===== src/ifmt_pkg.sv =====
// Shared types, codes and character helpers for the integer field formatter.
package ifmt_pkg;

  localparam logic [2:0] FN_DEC  = 3'd0;
  localparam logic [2:0] FN_UNS  = 3'd1;
  localparam logic [2:0] FN_OCT  = 3'd2;
  localparam logic [2:0] FN_HEX  = 3'd3;
  localparam logic [2:0] FN_HEXU = 3'd4;
  localparam logic [2:0] FN_PTR  = 3'd5;
  localparam logic [2:0] FN_CHR  = 3'd6;
  localparam logic [2:0] FN_PCT  = 3'd7;

  localparam logic [1:0] SZ_16 = 2'd1;
  localparam logic [1:0] SZ_64 = 2'd2;

  localparam int NDIG = 22;
  localparam int DIGW = 4 * NDIG;

  typedef enum logic [2:0] {
    ST_IDLE, ST_PREP, ST_CONV, ST_NORM, ST_SIZE, ST_EMIT
  } state_t;

  typedef enum logic [1:0] {DS_NUM, DS_NIL, DS_CHR} dsrc_t;

  typedef struct packed {
    logic [6:0] pad_end;
    logic [6:0] pre_end;
    logic [6:0] zero_end;
    logic [6:0] dig_end;
    logic [6:0] total;
    logic [7:0] pre0;
    logic [7:0] pre1;
    dsrc_t      src;
    logic       upper;
    logic [7:0] chr;
  } plan_t;

  function automatic logic [7:0] hex_char(input logic [3:0] d, input logic upper);
    logic [7:0] res;
    if (d < 4'd10) res = 8'h30 + {4'h0, d};
    else if (upper) res = 8'h37 + {4'h0, d};
    else res = 8'h57 + {4'h0, d};
    return res;
  endfunction

  function automatic logic [7:0] nil_char(input logic [2:0] i);
    logic [7:0] res;
    case (i)
      3'd0: res = 8'h28;
      3'd1: res = 8'h6e;
      3'd2: res = 8'h69;
      3'd3: res = 8'h6c;
      default: res = 8'h29;
    endcase
    return res;
  endfunction

endpackage


===== src/integer_field_formatter_top.sv =====
// Top level of the printf-style integer field formatter.
//
// Usage: one conversion request enters on the in_ stream when in_tready is
// high; its text leaves on the out_ stream one character per word, with
// out_tlast on the final character. An empty text (precision zero, value
// zero, width zero) gives no word at all.
// Steps: the request is registered, the digits are prepared, bit-serial BCD
// conversion runs for decimal conversions only, up to 21 leading zero
// digits are stripped (one digit a cycle), the field is sized, then one
// character per cycle while the receiver is ready, up to 62 characters.
// Hex and octal skip the conversion; a character or percent skips both the
// conversion and the stripping.
// One request is worked on at a time; in_tready is high only when idle.
// The next request may be taken while the last character still waits in
// the output register. A stalled receiver holds the output word and the
// character sequencer waits; nothing is dropped.
// Reset (rst_n low, synchronous) returns to idle and empties the output.
module integer_field_formatter_top #(
  parameter int MAX_FIELD = 60
) (
  input  logic        clk,
  input  logic        rst_n,
  input  logic        in_tvalid,
  output logic        in_tready,
  input  logic [87:0] in_tdata,   // [63:0] value, [65:64] size_mod, [66] left_align,
                                  // [67] force_sign, [68] space_sign, [69] alt_form,
                                  // [70] zero_pad, [76:71] field_width,
                                  // [77] prec_given, [83:78] prec_digits, rest zero
  input  logic [2:0]  in_tuser,   // [2:0] func
  output logic        out_tvalid,
  input  logic        out_tready,
  output logic [7:0]  out_tdata,  // [7:0] out_char
  output logic        out_tlast
);
  import ifmt_pkg::*;

  state_t          state_r, state_nxt;
  logic [2:0]      func_r, func_nxt;
  logic [63:0]     mag_r, mag_nxt;
  logic            neg_r, neg_nxt;
  logic            left_r, plus_r, space_r, alt_r, zflag_r, pg_r;
  logic [5:0]      width_r, prec_r;
  logic [7:0]      chr_r;
  logic [DIGW-1:0] digs_r, digs_nxt;
  logic [4:0]      dl_r, dl_nxt;
  logic            accept;

  // raw fields
  logic [63:0] f_value;
  logic [1:0]  f_size;
  logic [5:0]  f_width, f_prec;
  logic [63:0] cut;

  logic        dab_start, dab_busy;
  logic [DIGW-1:0] dab_bcd;
  logic        emit_start, emit_busy, dig_shift;
  plan_t       plan;
  logic [65:0] m66;

  assign f_value = in_tdata[63:0];
  assign f_size  = in_tdata[65:64];
  assign f_width = in_tdata[76:71];
  assign f_prec  = in_tdata[83:78];

  assign in_tready = state_r == ST_IDLE;
  assign accept    = in_tvalid && in_tready;

  // cut the value to the size modifier (pointers keep all 64 bits), sign-extend for signed decimal
  always_comb begin
    if (in_tuser == FN_PTR || f_size == SZ_64) begin
      cut = f_value;
    end else if (f_size == SZ_16) begin
      cut = {{48{(in_tuser == FN_DEC) && f_value[15]}}, f_value[15:0]};
    end else begin
      cut = {{32{(in_tuser == FN_DEC) && f_value[31]}}, f_value[31:0]};
    end
  end

  assign m66 = {2'b00, mag_r};

  // field sizing
  logic       is_num, mag_zero, ptr_nil, use_prec, empty, zmode;
  logic [6:0] dl_eff, zeros, plen, body, pad, zeros_f, pad_f, width7, prec7;
  logic [7:0] p0, p1;

  always_comb begin
    is_num   = func_r <= FN_PTR;
    mag_zero = mag_r == 64'd0;
    ptr_nil  = (func_r == FN_PTR) && mag_zero;
    use_prec = is_num && (func_r != FN_PTR);
    width7   = {1'b0, width_r};
    prec7    = {1'b0, prec_r};
    empty    = use_prec && pg_r && (prec_r == 6'd0) && mag_zero;
    if (!is_num) dl_eff = 7'd1;
    else if (ptr_nil) dl_eff = 7'd5;
    else if (empty) dl_eff = 7'd0;
    else dl_eff = {2'b00, dl_r};
    zeros = (use_prec && pg_r && (prec7 > dl_eff)) ? prec7 - dl_eff : 7'd0;
    p0 = 8'h30;
    p1 = 8'h78;
    plen = 7'd0;
    case (func_r)
      FN_DEC: begin
        if (neg_r) begin
          p0 = 8'h2d; plen = 7'd1;
        end else if (plus_r) begin
          p0 = 8'h2b; plen = 7'd1;
        end else if (space_r) begin
          p0 = 8'h20; plen = 7'd1;
        end
      end
      FN_PTR: if (!mag_zero) plen = 7'd2;
      FN_OCT: if (alt_r && (zeros == 7'd0) && ((dl_eff == 7'd0) || !mag_zero)) plen = 7'd1;
      FN_HEX, FN_HEXU: begin
        if (alt_r && !mag_zero) plen = 7'd2;
        if (func_r == FN_HEXU) p1 = 8'h58;
      end
      default: plen = 7'd0;
    endcase
    zmode = zflag_r && !left_r && !pg_r && !ptr_nil;
    body  = plen + zeros + dl_eff;
    pad   = (width7 > body) ? width7 - body : 7'd0;
    zeros_f = zmode ? zeros + pad : zeros;
    pad_f   = zmode ? 7'd0 : pad;
    plan.pad_end  = left_r ? 7'd0 : pad_f;
    plan.pre_end  = plan.pad_end + plen;
    plan.zero_end = plan.pre_end + zeros_f;
    plan.dig_end  = plan.zero_end + dl_eff;
    plan.total    = plan.dig_end + (left_r ? pad_f : 7'd0);
    plan.pre0     = p0;
    plan.pre1     = p1;
    plan.src      = !is_num ? DS_CHR : (ptr_nil ? DS_NIL : DS_NUM);
    plan.upper    = func_r == FN_HEXU;
    plan.chr      = chr_r;
  end

  // sequencer
  always_comb begin
    state_nxt  = state_r;
    func_nxt   = func_r;
    mag_nxt    = mag_r;
    neg_nxt    = neg_r;
    digs_nxt   = digs_r;
    dl_nxt     = dl_r;
    dab_start  = 1'b0;
    emit_start = 1'b0;
    case (state_r)
      ST_IDLE: begin
        if (accept) begin
          func_nxt  = in_tuser;
          neg_nxt   = (in_tuser == FN_DEC) && cut[63];
          mag_nxt   = ((in_tuser == FN_DEC) && cut[63]) ? 64'd0 - cut : cut;
          state_nxt = ST_PREP;
        end
      end
      ST_PREP: begin
        dl_nxt = 5'(NDIG);
        if (func_r == FN_DEC || func_r == FN_UNS) begin
          dab_start = 1'b1;
          state_nxt = ST_CONV;
        end else if (func_r == FN_OCT) begin
          for (int k = 0; k < NDIG; k++) digs_nxt[4*k +: 4] = {1'b0, m66[3*k +: 3]};
          state_nxt = ST_NORM;
        end else if (func_r == FN_CHR || func_r == FN_PCT) begin
          state_nxt = ST_SIZE;
        end else begin
          digs_nxt = {{(DIGW-64){1'b0}}, mag_r};
          state_nxt = ST_NORM;
        end
      end
      ST_CONV: begin
        if (!dab_busy) begin
          digs_nxt  = dab_bcd;
          state_nxt = ST_NORM;
        end
      end
      ST_NORM: begin
        // strip one leading zero digit a cycle, keep at least one
        if (dl_r > 5'd1 && digs_r[DIGW-1 -: 4] == 4'd0) begin
          digs_nxt = {digs_r[DIGW-5:0], 4'd0};
          dl_nxt   = dl_r - 5'd1;
        end else begin
          state_nxt = ST_SIZE;
        end
      end
      ST_SIZE: begin
        emit_start = 1'b1;
        state_nxt  = ST_EMIT;
      end
      ST_EMIT: begin
        if (dig_shift) digs_nxt = {digs_r[DIGW-5:0], 4'd0};
        if (!emit_busy) state_nxt = ST_IDLE;
      end
      default: state_nxt = ST_IDLE;
    endcase
  end

  always_ff @(posedge clk) begin
    if (!rst_n) begin
      state_r <= ST_IDLE;
    end else begin
      state_r <= state_nxt;
    end
    func_r <= func_nxt;
    mag_r  <= mag_nxt;
    neg_r  <= neg_nxt;
    digs_r <= digs_nxt;
    dl_r   <= dl_nxt;
    if (accept) begin
      left_r  <= in_tdata[66];
      plus_r  <= in_tdata[67];
      space_r <= in_tdata[68];
      alt_r   <= in_tdata[69];
      zflag_r <= in_tdata[70];
      pg_r    <= in_tdata[77];
      width_r <= ({26'd0, f_width} > MAX_FIELD) ? 6'(MAX_FIELD) : f_width;
      prec_r  <= ({26'd0, f_prec} > MAX_FIELD) ? 6'(MAX_FIELD) : f_prec;
      chr_r   <= (in_tuser == FN_PCT) ? 8'h25 : f_value[7:0];
    end
  end

  ifmt_dabble u_dabble (
    .clk   (clk),
    .rst_n (rst_n),
    .start (dab_start),
    .bin   (mag_r),
    .busy  (dab_busy),
    .bcd   (dab_bcd)
  );

  ifmt_emit u_emit (
    .clk        (clk),
    .rst_n      (rst_n),
    .start      (emit_start),
    .plan       (plan),
    .dig        (digs_r[DIGW-1 -: 4]),
    .out_tready (out_tready),
    .out_tvalid (out_tvalid),
    .out_tdata  (out_tdata),
    .out_tlast  (out_tlast),
    .dig_shift  (dig_shift),
    .busy       (emit_busy)
  );

`ifndef SYNTHESIS
  a_emit_in_state: assert property (@(posedge clk) disable iff (!rst_n)
    emit_busy |-> state_r == ST_EMIT) else $error("sequencer busy outside emit");
  a_dab_in_state: assert property (@(posedge clk) disable iff (!rst_n)
    dab_busy |-> state_r == ST_CONV) else $error("converter busy outside conversion");
  a_norm_count: assert property (@(posedge clk) disable iff (!rst_n)
    state_r == ST_NORM |-> dl_r != 5'd0) else $error("digit count empty while stripping");
`endif
endmodule


===== src/ifmt_dabble.sv =====
// Bit-serial binary to BCD converter (shift and add three), one bit per cycle.
module ifmt_dabble (
  input  logic                       clk,
  input  logic                       rst_n,
  input  logic                       start,
  input  logic [63:0]                bin,
  output logic                       busy,
  output logic [ifmt_pkg::DIGW-1:0]  bcd
);
  import ifmt_pkg::*;

  logic [63:0]     bin_r, bin_nxt;
  logic [DIGW-1:0] bcd_r, bcd_nxt, adj;
  logic [6:0]      cnt_r, cnt_nxt;

  always_comb begin
    for (int k = 0; k < NDIG; k++) begin
      adj[4*k +: 4] = (bcd_r[4*k +: 4] >= 4'd5) ? bcd_r[4*k +: 4] + 4'd3 : bcd_r[4*k +: 4];
    end
    bin_nxt = bin_r;
    bcd_nxt = bcd_r;
    cnt_nxt = cnt_r;
    if (start) begin
      bin_nxt = bin;
      bcd_nxt = '0;
      cnt_nxt = 7'd64;
    end else if (cnt_r != 7'd0) begin
      // adjust each digit, then shift the next bit in
      bcd_nxt = {adj[DIGW-2:0], bin_r[63]};
      bin_nxt = {bin_r[62:0], 1'b0};
      cnt_nxt = cnt_r - 7'd1;
    end
  end

  always_ff @(posedge clk) begin
    if (!rst_n) begin
      cnt_r <= 7'd0;
    end else begin
      cnt_r <= cnt_nxt;
    end
    bin_r <= bin_nxt;
    bcd_r <= bcd_nxt;
  end

  assign busy = cnt_r != 7'd0;
  assign bcd  = bcd_r;
endmodule


===== src/ifmt_emit.sv =====
// Character sequencer: walks the field layout and drives the output word register.
module ifmt_emit (
  input  logic            clk,
  input  logic            rst_n,
  input  logic            start,
  input  ifmt_pkg::plan_t plan,
  input  logic [3:0]      dig,
  input  logic            out_tready,
  output logic            out_tvalid,
  output logic [7:0]      out_tdata,   // [7:0] out_char
  output logic            out_tlast,
  output logic            dig_shift,
  output logic            busy
);
  import ifmt_pkg::*;

  plan_t      plan_r, plan_nxt;
  logic [6:0] pos_r, pos_nxt;
  logic       busy_r, busy_nxt;
  logic       ov_r, ov_nxt;
  logic [7:0] od_r, od_nxt;
  logic       ol_r, ol_nxt;
  logic       adv, is_last;
  logic [7:0] ch;
  logic [6:0] nil_pos;

  assign adv     = busy_r && (!ov_r || out_tready);
  assign is_last = pos_r == plan_r.total - 7'd1;
  assign nil_pos = pos_r - plan_r.zero_end;

  always_comb begin
    dig_shift = 1'b0;
    if (pos_r < plan_r.pad_end) begin
      ch = 8'h20;
    end else if (pos_r < plan_r.pre_end) begin
      ch = (pos_r == plan_r.pad_end) ? plan_r.pre0 : plan_r.pre1;
    end else if (pos_r < plan_r.zero_end) begin
      ch = 8'h30;
    end else if (pos_r < plan_r.dig_end) begin
      case (plan_r.src)
        DS_NUM: begin
          ch = hex_char(dig, plan_r.upper);
          dig_shift = adv;
        end
        DS_NIL: ch = nil_char(nil_pos[2:0]);
        default: ch = plan_r.chr;
      endcase
    end else begin
      ch = 8'h20;
    end
  end

  always_comb begin
    plan_nxt = plan_r;
    pos_nxt  = pos_r;
    busy_nxt = busy_r;
    ov_nxt   = ov_r;
    od_nxt   = od_r;
    ol_nxt   = ol_r;
    if (start) begin
      plan_nxt = plan;
      pos_nxt  = 7'd0;
      busy_nxt = plan.total != 7'd0;
    end
    if (adv) begin
      ov_nxt  = 1'b1;
      od_nxt  = ch;
      ol_nxt  = is_last;
      pos_nxt = pos_r + 7'd1;
      if (is_last) busy_nxt = 1'b0;
    end else if (out_tready) begin
      ov_nxt = 1'b0;
    end
  end

  always_ff @(posedge clk) begin
    if (!rst_n) begin
      busy_r <= 1'b0;
      ov_r   <= 1'b0;
    end else begin
      busy_r <= busy_nxt;
      ov_r   <= ov_nxt;
    end
    plan_r <= plan_nxt;
    pos_r  <= pos_nxt;
    od_r   <= od_nxt;
    ol_r   <= ol_nxt;
  end

  assign out_tvalid = ov_r;
  assign out_tdata  = od_r;
  assign out_tlast  = ol_r;
  assign busy       = busy_r;
endmodule


===== config.mk =====
export PLATFORM = sky130hd
export DESIGN_NAME = integer_field_formatter_top
export DESIGN_NICKNAME = d
export VERILOG_FILES = /design/src/ifmt_pkg.sv /design/src/integer_field_formatter_top.sv /design/src/ifmt_dabble.sv /design/src/ifmt_emit.sv
export SDC_FILE = /design/constraint.sdc
export NUM_CORES = 1
export LEC_CHECK = 0
export ABC_AREA = 1
export BUFFER_PORTS_ARGS = -buffer_cell sky130_fd_sc_hd__buf_2
export CAP_MARGIN = 20
export CORE_MARGIN = 2
export CORE_UTILIZATION = 50
export CTS_CLUSTER_SIZE = 14
export DETAILED_ROUTE_END_ITERATION = 8
export PLACE_DENSITY_LB_ADDON = 0.12
export SLEW_MARGIN = 10
export SYNTH_ARGS = -nofsm -noshare
export SYNTH_HDL_FRONTEND = slang
export SYNTH_SLANG_ARGS = --single-unit

===== constraint.sdc =====
create_clock -name clk -period 17.37 [get_ports clk]
set_input_delay 2.6055 -clock clk [delete_from_list [all_inputs] [get_ports clk]]
set_output_delay 2.6055 -clock clk [all_outputs]
set_load 0.1 [all_outputs]

# After elaboration in Yosys (flattened, before gate mapping)
# Index checks and enable logic that the tools add are counted.
dict set report totals {
  regBits 429
  inputBits 95
  out_inout_bits 11
  wordCells 285
}
dict set report classes {
  n_addsub 40
  order_cmp 33
  n_eq_ne 31
  muxes 90
  bitwise_logic 2
  reduce_logical 53
}
# op count
set ops {}
lappend ops {{two-way mux 88 bit} 6}
lappend ops {{case mux 88 bit (4 select lines)} 1}
lappend ops {{two-way mux 64 bit} 5}
lappend ops {{greater-or-equal comparator 4 x 3 -> 1 bit, second input constant} 22}
lappend ops {{adder 4 x 2 -> 4 bit, second input constant} 21}
lappend ops {{two-way mux 4 bit} 21}
lappend ops {{two-way mux 7 bit} 10}
lappend ops {{zero test 64 bit} 1}
lappend ops {{subtractor 1 x 64 -> 64 bit, first input constant} 1}
lappend ops {{case mux 7 bit (4 select lines)} 2}
lappend ops {{adder 7 bit} 7}
lappend ops {{two-way mux 8 bit} 6}
lappend ops {{two-way mux 5 bit} 7}
lappend ops {{< comparator 7 bit} 4}
lappend ops {{equality test 3 bit, second input constant} 8}
lappend ops {{two-way mux 3 bit} 8}
lappend ops {{equality test 3 x 2 -> 1 bit, second input constant} 6}
lappend ops {{logical AND 1 bit} 18}
lappend ops {{two-way mux 1 bit} 18}
lappend ops {{case mux 3 bit (6 select lines)} 1}
lappend ops {{case mux 8 bit (2 select lines)} 1}
lappend ops {{adder 6 x 4 -> 7 bit, first input constant} 2}
lappend ops {{equality test 7 bit} 2}
lappend ops {{greater-than comparator 6 x 7 -> 1 bit} 2}
lappend ops {{other kinds (36)} 69}

# Logic depth before layout (Yosys ltp)
dict set report depth {
  depth_word 30
  mapped_depth 68
  depth_no_buf 68
}

# By module
# A second synthesis with hierarchy kept.
dict set report hier_totals {
  hier_cells 3187
  area_unflattened_um2 26037.5
}
# mod instances cells_each area_per_inst_um2 seq_area_each_um2
set modules_own_cells {}
lappend modules_own_cells {integer_field_formatter_top 1 1664 13639.3 5675.4}
lappend modules_own_cells {ifmt_dabble 1 1132 8329.2 3823.7}
lappend modules_own_cells {ifmt_emit 1 391 4068.9 2382.3}

# Worst setup path before layout
# OpenSTA, ideal clock, no wires.
dict set report synth_path {
  path_type {input to register}
  from {input port out_tready}
  to {register digs_r[0], enable pin}
  setup_ps 675
  arrival_ps 9925
  t_required_ps 16695
  setup_slack_ps 6769
  stages 6
  path_buffers 0
  cell_sequence {inv_1 -> nand2_1 -> nand2_1 -> inv_1 -> nand3_1 -> a221oi_1}
}
dict set report synth_via {
  elab_chain_cells 9
}
# item line
set synth_rtl {}
lappend synth_rtl {{from (decl)} integer_field_formatter_top.sv:31} ;# input logic out_tready,
lappend synth_rtl {{logical OR 1 bit} ifmt_emit.sv:27} ;# assign adv = busy_r && (!ov_r || out_tready);
lappend synth_rtl {{logical AND 1 bit} ifmt_emit.sv:27}
lappend synth_rtl {{net u_emit.adv} ifmt_emit.sv:23} ;# logic adv, is_last;
lappend synth_rtl {{two-way mux 1 bit} ifmt_emit.sv:40} ;# case (plan_r.src)
lappend synth_rtl {{two-way mux 1 bit} ifmt_emit.sv:39} ;# end else if (pos_r < plan_r.dig_end) begin
lappend synth_rtl {{two-way mux 1 bit} ifmt_emit.sv:37} ;# end else if (pos_r < plan_r.zero_end) begin
lappend synth_rtl {{two-way mux 1 bit} ifmt_emit.sv:35} ;# end else if (pos_r < plan_r.pre_end) begin
lappend synth_rtl {{two-way mux 1 bit} ifmt_emit.sv:33} ;# if (pos_r < plan_r.pad_end) begin
lappend synth_rtl {{!= test 2 bit (no source line)} -}
lappend synth_rtl {{AND reduction 6 bit (no source line)} -}
lappend synth_rtl {{to (signal assigned)} integer_field_formatter_top.sv:207} ;# digs_r <= digs_nxt;
lappend synth_rtl {{to (decl)} integer_field_formatter_top.sv:44} ;# logic [DIGW-1:0] digs_r, digs_nxt;
# The timed path passes the listed nets, and every way through them passes these cells.
# A chain may end at the register's enable or synchronous reset.

==> results.md <==
Status:
- The run finished with clean final reports.

GRT:
- Entering global routing, the biggest net connects 92 pins.
- The number of antenna violations at the first check in global routing is 1.
- Global routing finished with a remaining overflow of 0.
- The first-pass GRT wire length is approximately 94000 um.
- The aggregate global-route resource usage is between 20% and 30%.
- The number of global-route vias before repair is about 18000.

Routing:
- The number of design-rule violations left by the first detailed-router iteration is ~1600.
- The average wire length per cell after detail routing is ~17 um.
- The count of nets left with antenna violations after detail routing is 0.
- The remaining design rule violation count is 0.
- For this block, the via count after detailed routing is approximately 19000.
- The number of detailed-route iterations in the first pass is 5.
- Summed over all layers, the routed wires come to a little under 60000 um.
- After detailed routing, the number of vias per cell comes to about 5.5.

Worst setup path:
- The critical path's top delay family is simple AND/OR/NAND/NOR gates.
- For the worst setup path, the data required time is about 18000 ps.
- The buffering stage count on the worst path with inverters included is 9.
- The worst stage delay on the critical path is 560 ps.
- The critical path data arrival time is roughly 12000 ps.
- Among the stages of the critical path, the cell type that occurs most often is sky130_fd_sc_hd__nand2_1.
- The worst setup path is of the reg -> reg kind.
- The element type at the critical path start is a register.
- The critical path capture point type is a register.
- In this run the worst path has a maximum fanout of 9.
- Among all stages on the critical path, the largest delay is contributed by sky130_fd_sc_hd__fa_1.

Power and ir drop:
- The analysis attributes to cell leakage a power of about 12 nW.
- Across the VDD grid, the largest voltage drop is about 0.00012 V.
- Dividing total power by cell area gives a power density of ~220 nW/um^2.

Yosys:
- The number of instances in the synthesized netlist is between 2000 and 3000.
- The count of flip-flops with a built-in enable after synthesis is 318.
- The number of warning messages in the yosys log is 0.
- The portion of the post-synthesis area used by sequential elements is between 40% and 50%.
- The synthesized net count is just under 3000.
- The area fraction of the dominant cell type after synthesis is 40.0%.
- The leading area contributor after synthesis is sky130_fd_sc_hd__edfxtp_1.
- By area the synthesized netlist is led by sky130_fd_sc_hd__edfxtp_1, sky130_fd_sc_hd__dfxtp_1, sky130_fd_sc_hd__inv_1.
- The synthesized netlist occupies a cell area of between 20000 and 25000 sq um.
- A synthesized cell averages between 8 and 9 sq um.
- The commonest register cell after synthesis is sky130_fd_sc_hd__edfxtp_1.
- The async set-reset flop share out of synthesis is 0%.
- The number of flip-flops and latches in the synthesized netlist is ~420.
- Sorting the synthesized cells by how often they occur yields sky130_fd_sc_hd__inv_1, sky130_fd_sc_hd__nand2_1, sky130_fd_sc_hd__edfxtp_1.
- The number of different library cells used by synthesis comes to between 60 and 70.
- The most instantiated library cell after synthesis is sky130_fd_sc_hd__inv_1.

CTS:
- The CTS root buffer is sky130_fd_sc_hd__clkbuf_16.
- The CTS tree is built.
- The number of buffers created by CTS is 46.
- In this run, post-CTS hold repair placed 0 buffers.
- The H-tree generated during clock tree synthesis spans 2 levels.
- The post-cts resize count is 0.
- Once the clock tree was built, the setup fixing pass inserted 0 buffers.
- The later pin in the worst-skew pair is clocked with a latency of slightly below 600 ps.
- The maximum count of clock buffers along a single path is 3.
- After clock tree synthesis, the clock-pin slew on the worst setup and hold paths is approximately 60 ps.
- The CTS sink count is roughly 420.

Timing:
- In the final timing run, aggregate negative setup slack is 0 ps.
- At the pin with the least slew margin, the transition time is slightly below 1000 ps.
- Hold is met by slightly above 400 ps.
- Setup repair after global routing left no endpoint under its margin.
- The highest achievable clock rate is approximately 90 MHz.
- The clock period could shrink to between 10000 and 15000 ps.
- The total count of max-transition violations in the final report is 0.
- The clock skew is ~18 ps.
- The number of endpoints with negative hold slack in the final report is 0.
- The number of endpoints failing setup at the final stage is 0.
- In the finished design, the share of the clock period the worst path needs comes to approximately 64%.
- The relative slew slack is between 30% and 40%.

Layout:
- The fraction of layout cells with a size suffix above 1 is about a tenth.
- From synthesis to final layout, the design area changed by 10.9%.
- The antenna diode instance count is 0.
- At the end of the flow, the number of nets in the layout was a little under 3000.
- The layout filler cell count is approximately 4300.

Placed design:
- Routability-driven placement finished with a final weighted congestion of between 0.8 and 0.9.
- Buffers placed on the I/O ports in this run total 101.
- The HPWL after detailed placement is roughly 42000 um.

Job:
- The tool flagged a number of max-cap violations equal to 0.

Floorplan:
- Pin placement for this block handled 106 I/O pins.
- The floorplan has 80 rows.
- The die is 223 um wide.
- The area of the die is approximately 50000 sq um.
- The floorplan step set the die height to around 220 um.
- The total core area is 47400 sq um.
- Once the floorplan was initialized, standard cells occupied 50.3% of the core.

Min path:
- The class of the tightest hold or removal check is reg -> reg.
[area by class of cell]
cell class,count,area [sq um],share of cell area (%)
Multi-Input combinational cell,1724,10300,39.0
Clock buffer,59,1270,4.80
Timing Repair Buffer,118,646,2.44
Sequential cell,418,11600,43.6
Clock inverter,24,244,0.921
Inverter,442,1660,6.27
Tap cell,615,769,2.91
[sequential cells by signal, indices dropped and copies added (netlist names), 3 cells and up]
name,count
u_emit.pos_r,7
u_emit.out_tdata,8
mag_r,64
dl_r,5
func_r,3
u_dabble.bcd,88
digs_r,88
u_emit.plan_r,51
state_r,3
u_dabble.bin_r,64
chr_r,8
u_dabble.cnt_r,7
prec_r,6
width_r,6
[cell usage in the layout (no fill, tap or decap), types with 20 or more instances in the layout]
| cell type | instances |
|---|---|
| sky130_fd_sc_hd__inv_1 | 429 |
| sky130_fd_sc_hd__nand2_1 | 394 |
| sky130_fd_sc_hd__edfxtp_1 | 318 |
| sky130_fd_sc_hd__o21ai_0 | 262 |
| sky130_fd_sc_hd__nor2_1 | 202 |
| sky130_fd_sc_hd__a21oi_1 | 166 |
| sky130_fd_sc_hd__ha_1 | 124 |
| sky130_fd_sc_hd__buf_2 | 101 |
| sky130_fd_sc_hd__dfxtp_1 | 100 |
| sky130_fd_sc_hd__nand3_1 | 88 |
| sky130_fd_sc_hd__a22oi_1 | 77 |
| sky130_fd_sc_hd__xor2_1 | 65 |
| sky130_fd_sc_hd__clkbuf_16 | 47 |
| sky130_fd_sc_hd__o221ai_1 | 46 |
| sky130_fd_sc_hd__xnor2_1 | 36 |
| sky130_fd_sc_hd__a31oi_1 | 27 |
| sky130_fd_sc_hd__nand4_1 | 26 |
| sky130_fd_sc_hd__nor3_1 | 26 |
| sky130_fd_sc_hd__o211ai_1 | 23 |
| sky130_fd_sc_hd__a211o_1 | 20 |
[metal layers]
layer / vias up / GRT usage (%) / share of wire [%]
li1: 9335 / - / -
met1: 8934 / 35.0 / 48
met2: 514 / 36.2 / 43
met3: 76 / 4.60 / 6.3
met4: 2 / 5.59 / 1.8
met5: - / 0 / 0.022
[where the power goes]
| part | internal [mW] | switching (mW) |
|---|---|---|
| Sequential | 1.72 | 0.247 |
| Clock | 0.589 | 0.400 |
| Combinational | 0.937 | 1.80 |
| Total | 3.25 | 2.45 |
[through the flow]
| stage | worst slack [ps] | util [%] | cell area, sq um | std cells | total power [mW] |
|---|---|---|---|---|---|
| floorplan | 6770 | - | 23900 | 2680 | 4.01 |
| global placement | 6580 | 52.6 | 24900 | 3316 | 4.60 |
| detailed placement | 6400 | 52.6 | 25000 | 3317 | 4.70 |
| CTS | 6380 | 55.8 | 26500 | 3400 | 5.71 |
| global route | 5210 | 55.8 | 26500 | 3400 | 6.18 |
| finish | 6300 | 55.8 | 26500 | 3400 | 5.70 |
[cell families after synthesis]
kind of cell | count (synthesis) | share of synthesized area (%)
adders and majority gates | 134 | 7.33
and+or+nand+nor | 812 | 14.9
xor gates and xnor gates | 101 | 3.70
AOI/OAI and AO/OA | 677 | 17.1
DFF | 418 | 48.4
buffers and inverters | 538 | 8.64
[worst paths after layout]
path | startpoint | to | slack, ps | cells after the start
max | mag_r[47] | u_emit.busy | 6300 | 57
min | chr_r[1] | u_emit.plan_r[1] | 420 | 0
min reg2reg | chr_r[1] | u_emit.plan_r[1] | 420 | 0
max reg2reg | mag_r[47] | u_emit.busy | 6300 | 57
No activity file was read; power rests on OpenSTA's default activity.
